## src/rtl/mexp_pkg.sv

```systemverilog
// ----------------------------------------------------------------------------
// mexp_pkg
// Shared types and codes for the modular exponentiation block.
// ----------------------------------------------------------------------------
package mexp_pkg;

  localparam int unsigned CFG_INDEX_W = 2;

  localparam logic [CFG_INDEX_W-1:0] REG_MODULUS  = 2'd0;
  localparam logic [CFG_INDEX_W-1:0] REG_EXPONENT = 2'd1;

  // which candidate a cell keeps: t, t - m or t - 2m
  typedef enum logic [1:0] {
    SEL_T   = 2'd0,
    SEL_TM  = 2'd1,
    SEL_T2M = 2'd2
  } cell_sel_t;

  typedef struct packed {
    logic      clr;
    logic      en;
    cell_sel_t sel;
  } cell_ctrl_t;

  typedef enum logic [3:0] {
    ST_IDLE,
    ST_BASE_GO,
    ST_BASE_WT,
    ST_BIT,
    ST_MUL_GO,
    ST_MUL_WT,
    ST_NEXT,
    ST_SQR_GO,
    ST_SQR_WT,
    ST_DONE
  } state_t;

endpackage

```

## src/rtl/modular_exponentiation.sv

```systemverilog
// ----------------------------------------------------------------------------
// modular_exponentiation
// Square-and-multiply base^exponent mod modulus over a bit-serial multiplier.
// ----------------------------------------------------------------------------
// Usage:
//   Configuration: cfg_index/cfg_data written when cfg_valid && cfg_ready
//   (ready is always high). Index 0 = modulus (reset 2), 1 = exponent
//   (reset 1); other indexes are ignored. Write only while busy is low.
//   Request: in_base is taken when start is high and busy is low. busy
//   stays high until the result has been shown.
//   Result: out_power_mod is valid for exactly one cycle with out_valid;
//   the receiver cannot stall, so it must take it then.
//   Operation: a modular multiply is a launch, W cell steps with one
//   multiplier bit each, and a completion. A request runs one base
//   reduction, then per significant exponent bit a BIT step, a multiply
//   if the bit is set and a NEXT step, with a square between bits, and
//   ends in one done step. Exponent 0 (answers 1) and modulus 0 (answers
//   0) report in the cycle after the accept.
//   Requests are handled one at a time; the next one can be taken at the
//   end of the cycle after out_valid.
//   Reset (synchronous, rst_n low) returns to idle and restores the
//   register defaults; a request in flight is dropped.
// ----------------------------------------------------------------------------
module modular_exponentiation #(
  parameter int unsigned OPERAND_WIDTH = 32
) (
  input  logic                             clk,
  input  logic                             rst_n,
  input  logic                             start,
  output logic                             busy,
  input  logic [31:0]                      in_base,
  output logic                             out_valid,
  output logic [31:0]                      out_power_mod,
  input  logic                             cfg_valid,
  output logic                             cfg_ready,
  input  logic [mexp_pkg::CFG_INDEX_W-1:0] cfg_index,
  input  logic [31:0]                      cfg_data
);

  localparam int unsigned W = OPERAND_WIDTH;

  mexp_pkg::state_t state_r, state_nxt;

  logic [W-1:0] modulus_r;
  logic [W-1:0] exponent_r;
  logic [W-1:0] base_r;
  logic [W-1:0] acc_r;
  logic [W-1:0] sq_r;
  logic [W-1:0] exp_r;     // remaining exponent bits, LSB first
  logic [W-1:0] res_r;

  logic         mm_start;
  logic [W-1:0] mm_a;
  logic [W-1:0] mm_b;
  logic         mm_done;
  logic [W-1:0] mm_res;

  assign cfg_ready = 1'b1;

  always_ff @(posedge clk) begin
    if (!rst_n) begin
      modulus_r  <= W'(2);
      exponent_r <= W'(1);
    end else if (cfg_valid) begin
      case (cfg_index)
        mexp_pkg::REG_MODULUS:  modulus_r  <= cfg_data[W-1:0];
        mexp_pkg::REG_EXPONENT: exponent_r <= cfg_data[W-1:0];
        default: ;
      endcase
    end
  end

  // next state
  always_comb begin
    state_nxt = state_r;
    case (state_r)
      mexp_pkg::ST_IDLE: begin
        if (start) begin
          if (exponent_r == '0 || modulus_r == '0) begin
            state_nxt = mexp_pkg::ST_DONE;
          end else begin
            state_nxt = mexp_pkg::ST_BASE_GO;
          end
        end
      end
      mexp_pkg::ST_BASE_GO: state_nxt = mexp_pkg::ST_BASE_WT;
      mexp_pkg::ST_BASE_WT: if (mm_done) state_nxt = mexp_pkg::ST_BIT;
      mexp_pkg::ST_BIT:     state_nxt = exp_r[0] ? mexp_pkg::ST_MUL_GO : mexp_pkg::ST_NEXT;
      mexp_pkg::ST_MUL_GO:  state_nxt = mexp_pkg::ST_MUL_WT;
      mexp_pkg::ST_MUL_WT:  if (mm_done) state_nxt = mexp_pkg::ST_NEXT;
      mexp_pkg::ST_NEXT:    state_nxt = (exp_r[W-1:1] == '0) ? mexp_pkg::ST_DONE
                                                           : mexp_pkg::ST_SQR_GO;
      mexp_pkg::ST_SQR_GO:  state_nxt = mexp_pkg::ST_SQR_WT;
      mexp_pkg::ST_SQR_WT:  if (mm_done) state_nxt = mexp_pkg::ST_BIT;
      mexp_pkg::ST_DONE:    state_nxt = mexp_pkg::ST_IDLE;
      default:              state_nxt = mexp_pkg::ST_IDLE;
    endcase
  end

  // outputs toward the multiplier and the ports
  always_comb begin
    mm_start = 1'b0;
    mm_a     = acc_r;
    mm_b     = sq_r;
    case (state_r)
      mexp_pkg::ST_BASE_GO: begin
        mm_start = 1'b1;
        mm_a     = W'(1);     // base * 1 mod m reduces the base
        mm_b     = base_r;
      end
      mexp_pkg::ST_MUL_GO: mm_start = 1'b1;
      mexp_pkg::ST_SQR_GO: begin
        mm_start = 1'b1;
        mm_a     = sq_r;
      end
      default: ;
    endcase
  end

  assign busy          = (state_r != mexp_pkg::ST_IDLE);
  assign out_valid     = (state_r == mexp_pkg::ST_DONE);
  assign out_power_mod = 32'(res_r);

  always_ff @(posedge clk) begin
    if (!rst_n) begin
      state_r <= mexp_pkg::ST_IDLE;
    end else begin
      state_r <= state_nxt;
    end
  end

  always_ff @(posedge clk) begin
    case (state_r)
      mexp_pkg::ST_IDLE: begin
        base_r <= in_base[W-1:0];
        exp_r  <= exponent_r;
        acc_r  <= (modulus_r == W'(1)) ? '0 : W'(1);
        // short answers for the degenerate cases
        res_r  <= (exponent_r == '0) ? W'(1) : '0;
      end
      mexp_pkg::ST_BASE_WT: if (mm_done) sq_r <= mm_res;
      mexp_pkg::ST_MUL_WT:  if (mm_done) acc_r <= mm_res;
      mexp_pkg::ST_SQR_WT:  if (mm_done) sq_r <= mm_res;
      mexp_pkg::ST_NEXT: begin
        exp_r <= {1'b0, exp_r[W-1:1]};
        res_r <= acc_r;
      end
      default: ;
    endcase
  end

  mexp_mulmod #(
    .W (W)
  ) u_mulmod (
    .clk    (clk),
    .rst_n  (rst_n),
    .start  (mm_start),
    .a      (mm_a),
    .b      (mm_b),
    .m      (modulus_r),
    .done   (mm_done),
    .result (mm_res)
  );

endmodule

```

## src/rtl/mexp_cell.sv

```systemverilog
// ----------------------------------------------------------------------------
// mexp_cell
// One bit slice of the interleaved modular multiplier remainder.
// ----------------------------------------------------------------------------
module mexp_cell (
  input  logic                 clk,
  input  mexp_pkg::cell_ctrl_t ctrl,
  input  logic                 r_in,    // neighbor bit (doubling shift)
  input  logic                 a_bit,   // addend bit, already gated by b
  input  logic                 m_bit,
  input  logic                 m2_bit,  // bit of 2m
  input  logic                 c_in,
  input  logic                 b1_in,
  input  logic                 b2_in,
  output logic                 r_out,
  output logic                 c_out,
  output logic                 b1_out,
  output logic                 b2_out
);

  logic r_r;
  logic r_nxt;
  logic t_bit;
  logic d1_bit;
  logic d2_bit;

  assign t_bit  = r_in ^ a_bit ^ c_in;
  assign c_out  = (r_in & a_bit) | (r_in & c_in) | (a_bit & c_in);
  assign d1_bit = t_bit ^ m_bit ^ b1_in;
  assign b1_out = (~t_bit & m_bit) | (~(t_bit ^ m_bit) & b1_in);
  assign d2_bit = t_bit ^ m2_bit ^ b2_in;
  assign b2_out = (~t_bit & m2_bit) | (~(t_bit ^ m2_bit) & b2_in);

  always_comb begin
    case (ctrl.sel)
      mexp_pkg::SEL_TM:  r_nxt = d1_bit;
      mexp_pkg::SEL_T2M: r_nxt = d2_bit;
      default:           r_nxt = t_bit;
    endcase
  end

  always_ff @(posedge clk) begin
    if (ctrl.clr) begin
      r_r <= 1'b0;
    end else if (ctrl.en) begin
      r_r <= r_nxt;
    end
  end

  assign r_out = r_r;

endmodule

```

## src/rtl/mexp_mulmod.sv

```systemverilog
// ----------------------------------------------------------------------------
// mexp_mulmod
// Bit-serial a*b mod m over a row of remainder cells, one b bit per cycle.
// ----------------------------------------------------------------------------
module mexp_mulmod #(
  parameter int unsigned W = 32
) (
  input  logic         clk,
  input  logic         rst_n,
  input  logic         start,
  input  logic [W-1:0] a,
  input  logic [W-1:0] b,
  input  logic [W-1:0] m,
  output logic         done,
  output logic [W-1:0] result
);

  localparam int unsigned N  = W + 2;
  localparam int unsigned CW = $clog2(W + 1);

  logic [W-1:0]  a_r;
  logic [W-1:0]  b_r;
  logic [W-1:0]  m_r;
  logic [CW-1:0] cnt_r;
  logic          busy_r;
  logic          done_r;

  logic [N:0]    c;
  logic [N:0]    bw1;
  logic [N:0]    bw2;
  logic [N-1:0]  r;
  logic [N-1:0]  a_ext;
  logic [N-1:0]  m_ext;
  logic [N-1:0]  m2_ext;
  mexp_pkg::cell_ctrl_t ctrl;

  assign a_ext  = b_r[W-1] ? {2'b00, a_r} : '0;
  assign m_ext  = {2'b00, m_r};
  assign m2_ext = {1'b0, m_r, 1'b0};
  assign c[0]   = 1'b0;
  assign bw1[0] = 1'b0;
  assign bw2[0] = 1'b0;

  // no final borrow means t >= that multiple of m
  always_comb begin
    ctrl.clr = start;
    ctrl.en  = busy_r;
    if (!bw2[N]) begin
      ctrl.sel = mexp_pkg::SEL_T2M;
    end else if (!bw1[N]) begin
      ctrl.sel = mexp_pkg::SEL_TM;
    end else begin
      ctrl.sel = mexp_pkg::SEL_T;
    end
  end

  for (genvar i = 0; i < N; i++) begin : g_cell
    mexp_cell u_cell (
      .clk    (clk),
      .ctrl   (ctrl),
      .r_in   ((i == 0) ? 1'b0 : r[(i == 0) ? 0 : i-1]),
      .a_bit  (a_ext[i]),
      .m_bit  (m_ext[i]),
      .m2_bit (m2_ext[i]),
      .c_in   (c[i]),
      .b1_in  (bw1[i]),
      .b2_in  (bw2[i]),
      .r_out  (r[i]),
      .c_out  (c[i+1]),
      .b1_out (bw1[i+1]),
      .b2_out (bw2[i+1])
    );
  end

  always_ff @(posedge clk) begin
    if (!rst_n) begin
      busy_r <= 1'b0;
      done_r <= 1'b0;
      cnt_r  <= '0;
    end else begin
      done_r <= 1'b0;
      if (start) begin
        busy_r <= 1'b1;
        cnt_r  <= CW'(W);
      end else if (busy_r) begin
        cnt_r <= cnt_r - 1'b1;
        if (cnt_r == CW'(1)) begin
          busy_r <= 1'b0;
          done_r <= 1'b1;
        end
      end
    end
  end

  always_ff @(posedge clk) begin
    if (start) begin
      a_r <= a;
      b_r <= b;
      m_r <= m;
    end else if (busy_r) begin
      b_r <= {b_r[W-2:0], 1'b0};
    end
  end

  assign done   = done_r;
  assign result = r[W-1:0];

`ifndef ASSERT_OFF
  a_done_idle: assert property (@(posedge clk) disable iff (!rst_n)
    done_r |-> !busy_r) else $error("mulmod done while busy");
  a_start_busy: assert property (@(posedge clk) disable iff (!rst_n)
    start |=> busy_r) else $error("mulmod did not start");
  a_reduced: assert property (@(posedge clk) disable iff (!rst_n)
    (done_r && (m_r != '0) && (a_r < m_r || m_r == W'(1))) |-> (r[W-1:0] < m_r))
    else $error("mulmod result not reduced");
`endif

endmodule

```

## config.mk

```make
export PLATFORM = sky130hd
export DESIGN_NAME = modular_exponentiation
export DESIGN_NICKNAME = d
export VERILOG_FILES = /design/src/rtl/mexp_pkg.sv /design/src/rtl/modular_exponentiation.sv /design/src/rtl/mexp_cell.sv /design/src/rtl/mexp_mulmod.sv
export SDC_FILE = /design/constraint.sdc
export NUM_CORES = 1
export LEC_CHECK = 0
export BUFFER_PORTS_ARGS = -buffer_cell sky130_fd_sc_hd__buf_4
export CAP_MARGIN = 10
export CORE_MARGIN = 2
export CORE_UTILIZATION = 38
export DETAILED_ROUTE_END_ITERATION = 16
export SETUP_SLACK_MARGIN = 0.1
export SLEW_MARGIN = 20
export SYNTH_ARGS = -nofsm -noshare
export SYNTH_HDL_FRONTEND = slang
export SYNTH_HIERARCHICAL = 1
export SYNTH_SLANG_ARGS = --single-unit
```

## constraint.sdc

```tcl
create_clock -name clk -period 33.6 [get_ports clk]
set_clock_uncertainty 0.1 [all_clocks]
set_input_delay 6.72 -clock clk [delete_from_list [all_inputs] [get_ports clk]]
set_output_delay 6.72 -clock clk [all_outputs]
set_load 0.03 [all_outputs]
```

-- Yosys cells after proc, flatten, opt, wreduce, memory -nomap -nowiden
Index checks and enable logic that the tools add are counted.
W data, S select, Z words.
- mux-type cells: 60
- bitwise operators: 637
- equal/unequal tests: 17
- add/sub/neg operators: 1
- reductions and logical operators: 19
- operator list (kind ; number):
    $pmux W32 S2 ; 4
    $and A1 B1 Y1 ; 221
    $xor A1 B1 Y1 ; 190
    $mux W32 ; 5
    $or A1 B1 Y1 ; 124
    $not A1 Y1 ; 98
    $logic_not A32 Y1 ; 2
    $pmux W1 S2 ; 32
    $eq A32 B1 Y1 const B ; 1
    $pmux W4 S8 ; 1
    $logic_not A31 Y1 ; 1
    $mux W4 ; 5
    $eq A4 B3 Y1 const B ; 4
    $mux W6 ; 2
    $mux W1 ; 9
    $eq A4 B2 Y1 const B ; 2
    $eq A4 B4 Y1 const B ; 2
    $reduce_and A2 Y1 ; 4
    $eq A6 B1 Y1 const B ; 1
    $reduce_bool A2 Y1 ; 3
    $reduce_or A3 Y1 ; 2
    $sub A6 B1 Y6 const B ; 1
    $eq A2 B1 Y1 const B ; 2
    $eq A4 B1 Y1 const B ; 1
    13 further kinds ; 17
- register bits after elaboration: 365
- logic and storage cells: 782
- output and inout bits: 35

-- Longest topological paths before layout
- depth after elaboration: 102
- gate-level depth with buffers: 110
- gate-level depth less buffers: 110

-- Hierarchy
Netlist, hierarchy kept.
- modules (own cells, without submodules) (module ; cells an instance ; sequential area each (sq um) ; instances ; area each (sq um)):
    modular_exponentiation ; 792 ; 6165.9 ; 1 ; 9416.5
    mexp_cell ; 18 ; 20.0 ; 34 ; 170.2
    mexp_mulmod ; 240 ; 3042.9 ; 1 ; 4106.4

-- Worst setup path before layout
OpenSTA, ideal clock, no wires.
- kind: register -> register
- start: register u_mulmod.b_r[31]
- end: register u_mulmod.g_cell[0].u_cell.r_r
- buffers on the path: 1
- required time: 33.168 ns
- setup slack: 13.770 ns
- stages on the path, launching flop included: 108
- data arrival time: 19.398 ns
- cells stage by stage: edfxtp_1 -> clkbuf_1 -> and2_1 -> inv_1 -> fa_1 -> inv_1 -> inv_1 -> fa_1 -> inv_1 -> inv_1 -> fa_1 -> inv_1 -> inv_1 -> fa_1 -> inv_1 -> inv_1 -> fa_1 -> inv_1 -> [... 72 more ...] -> inv_1 -> fa_1 -> inv_1 -> inv_1 -> fa_1 -> inv_1 -> inv_1 -> fa_1 -> inv_1 -> inv_1 -> fa_1 -> fa_1 -> inv_1 -> nor2_1 -> inv_1 -> ha_1 -> nor4b_2 -> nor3_1
- RTL lines (item ; line ; text):
    from (decl) ; mexp_mulmod.sv:22 ; logic [W-1:0] b_r;
    from (signal assigned) ; mexp_mulmod.sv:101 ; b_r <= {b_r[W-2:0], 1'b0};
    to (signal assigned) ; mexp_cell.sv:46 ; r_r <= r_nxt;
    to (decl) ; mexp_cell.sv:21 ; logic r_r;

==> qor_table.md <==
| Quantity | This run |
|---|---|
| Routed WL | 42.03 mm |
| Path category of the worst min-delay check | register to register |
| Critical path start-end classification | register to register |
| Antenna Nets Post-Route | 0 |
| Relative slew slack | 34.13% |
| Clock Root Buffer | clkbuf_16 |
| Die area | 52370 um2 |
| Number of cells produced by synthesis | 1632 |
| First DRT Iteration DRCs | 711 |
| Number of diodes added for antenna fixing | 0 |
| Worst setup startpoint | u_mulmod/b_r[31] |
| Number of nets in the layout | 1957 |
| Max Cap Viol | 0 |
| Global route overflow | 0 |
| Initial DRT Pass Iterations | 5 |
| Fin cells | 2423 |
| Cell at the slowest stage of the critical path | buf_4 |
| CP max FO | 67 |
| Worst Path Required | 33930 ps |
| Setup repair after global routing missed its margin | false |
| Switching portion of total power | 36.06% |
| LEAKAGE | 8.518 nW |
| Avg Inst Size Synth | 11.77 um2 |
| Most frequent cell on the critical path | inv_1 |
| Final hold slack | 357.9 ps |
| Clock Sinks | 365 |
| First-pass GRT wire length | 67.46 mm |
| Arrival time reported for the critical path endpoint | 18800 ps |
| Number of primary I/O pins | 105 |
| Number of DRC violations after detailed routing | 0 |
| Deepest level of the CTS H-tree | 2 |
| Maximum number of pins on one net before global-route repair | 73 |
| IO buf count | 103 |
| Combinational cell fraction of total power | 38.9% |
| Netlist area before placement | 19210 um2 |
| Actual transition at the worst max-transition pin | 979.1 ps |
| Maximum vdd drop | 0.03842 mV |
| Clock latency on the worst-skew pair | 580 ps |
| Timing-limited maximum frequency | 0.05413 GHz |
| Reg-to-Reg End | u_mulmod/g_cell[28].u_cell/r_out |
| Number of antenna violations at the first check in global routing | 0 |
| Count of instances resized after the clock tree is built | 0 |
| Hold-fix buffer count after cts | 0 |
| Pwr Total | 0.001753 W |
| Post-detailed-route wirelength per cell | 17.35 um |
| Clock tree from TritonCTS | yes |
| Number of max-slew violations in the final report | 0 |
| Die W | 228.8 um |
| Final setup vio count | 0 |
| Crit path capture | u_mulmod/g_cell[28].u_cell/r_out |
| Layout Area Growth over Synthesis | 14.08% |
| Sequential share of power | 34.4% |
| Fin crit share | 54.98% |
| Final critical delay including setup and external delays | 18470 ps |
| PwrDens | 79.99 nW/um2 |
| Clock-pin slew of the registers on the worst-case setup and hold paths | 60 ps |
| Number of vias after detailed routing | 11640 |
| Number of CTS-inserted buffers | 42 |
| All-layer global routing usage | 16.38% |
| Count of synthesis-stage warnings from yosys | 6 |
| Number of buffers added for setup after CTS | 0 |
| Area of the core | 50070 um2 |
| Switching power | 0.0006321 W |
| Std cell rows | 82 |
| Type of element launching the critical path | register |
| Minimum setup slack among reg-to-reg paths | 15130 ps |
| Die boundary height | 228.8 um |
| Total count of hold-check failures in the final report | 0 |
| Via count of the first global-routing pass | 12130 |
| Endpoint class of the critical path | register |
| Fill cells | 4697 |
| Share of final-layout standard cells stronger than drive strength 1 | 17.70% |
| R2r worst-path depth | 101 |
| RR Startpoint | u_mulmod/b_r[31] |
| Clock share of power | 26.7% |
| Total instance count after detailed placement | 2345 |
| Weighted congestion reported at the end of routability-driven placement | 0.8034 |
| Cell internal pwr | 0.001121 W |
| Final-layout setup total negative slack | 0 ps |
| Placed wire-length estimate after detailed placement | 29.09 mm |
| Starting utilization of the core area | 38.37% |
| Result of the run | completed |
| Stage delay of the slowest cell on the critical path | 600 ps |
| Via density | 4.803 |
| Maximum clock path buffer count | 3 |
## flip-flops by register name (all words and copies together), names as in the netlist, 32 cells and up
signal and cells:
base_r 32, out_power_mod 32, u_mulmod/b_r 32, u_mulmod/m_r 32, modulus_r 32, sq_r 32, exponent_r 32, u_mulmod/g_cell.u_cell/r_out 33
acc_r 32, exp_r 32, u_mulmod/a_r 32
## layout make-up
type	instances	area, um2	area share (%)
flip-flops and latches	365	9871	45.04
multi-input cells	980	8103	36.98
clock buffers	49	1087	4.962
repair buffers	121	908.4	4.145
well taps	672	840.8	3.837
inverters	207	777.0	3.546
clock inverters	29	326.6	1.490
## per-layer routing
metal / vias to the layer above / wire length (um) / GRT usage (%) / share of wire, %
met4: 0 / 1046 / 5.175 / 2.5
met5: - / 0 / 0 / 0
met2: 213 / 21190 / 28.51 / 50
li1: 5595 / - / - / -
met1: 5766 / 18210 / 21.04 / 43
met3: 63 / 1577 / 2.383 / 3.8
## layout by cell type, fill, tap and decap left out, drive strengths merged, types with 3 or more instances in the layout
master,n
and3b,3
nand3,37
edfxtp,256
fa,102
a211oi,3
o21ai,38
nor4,27
nor3b,4
mux2,64
nor3,39
a21oi,5
nor4b,34
a21boi,63
dfxtp,109
clkinv,15
nand2,247
buf,121
and2,98
clkinvlp,6
ha,68
nor2b,68
inv,210
clkbuf,49
bufinv,5
xnor2,4
nor2,14
a22o,31
conb,11
## worst min path at each step
stage,startpoint,endpoint,slack (ps),cells past startpoint
final,modulus_r[25],u_mulmod/m_r[25],360,0
after global routing,modulus_r[25],u_mulmod/m_r[25],370,0
after CTS,modulus_r[25],u_mulmod/m_r[25],360,0
after detailed placement,modulus_r[25],u_mulmod/m_r[25],350,0
after global placement,modulus_r[6],u_mulmod/m_r[6],350,0
after floorplan,modulus_r[12],u_mulmod/m_r[12],330,0
## metrics by stage
step,util [%],instance area (um2),setup WS (ps)
2_1_floorplan,-,19240,13890
3_3_place_gp,40.94,20500,15330
3_5_place_dp,40.94,20500,15060
4_1_cts,43.77,21910,15030
5_1_grt,43.77,21910,13860
6_report,43.77,21910,15130
## worst max-delay path: cells and delay by family, from the launching register on
family / cells / cell delay (ps)
buffers and inverters: 61 / 4140
flip-flops: 1 / 320
AND/OR/NAND/NOR: 5 / 730
adder cells (fa/ha/maj): 35 / 12930
## power groups by stage
stage | sequential, W | clock (W) | combinational [W]
5_1_grt | 0.000611 | 0.000498 | 0.000788
3_3_place_gp | 0.000612 | 0 | 0.000665
3_5_place_dp | 0.000613 | 0 | 0.000692
6_report | 0.000603 | 0.000468 | 0.000683
4_1_cts | 0.000605 | 0.000480 | 0.000696
2_1_floorplan | 0.000604 | 0 | 0.000541
Note: power is estimated with default switching activity, not from simulation.
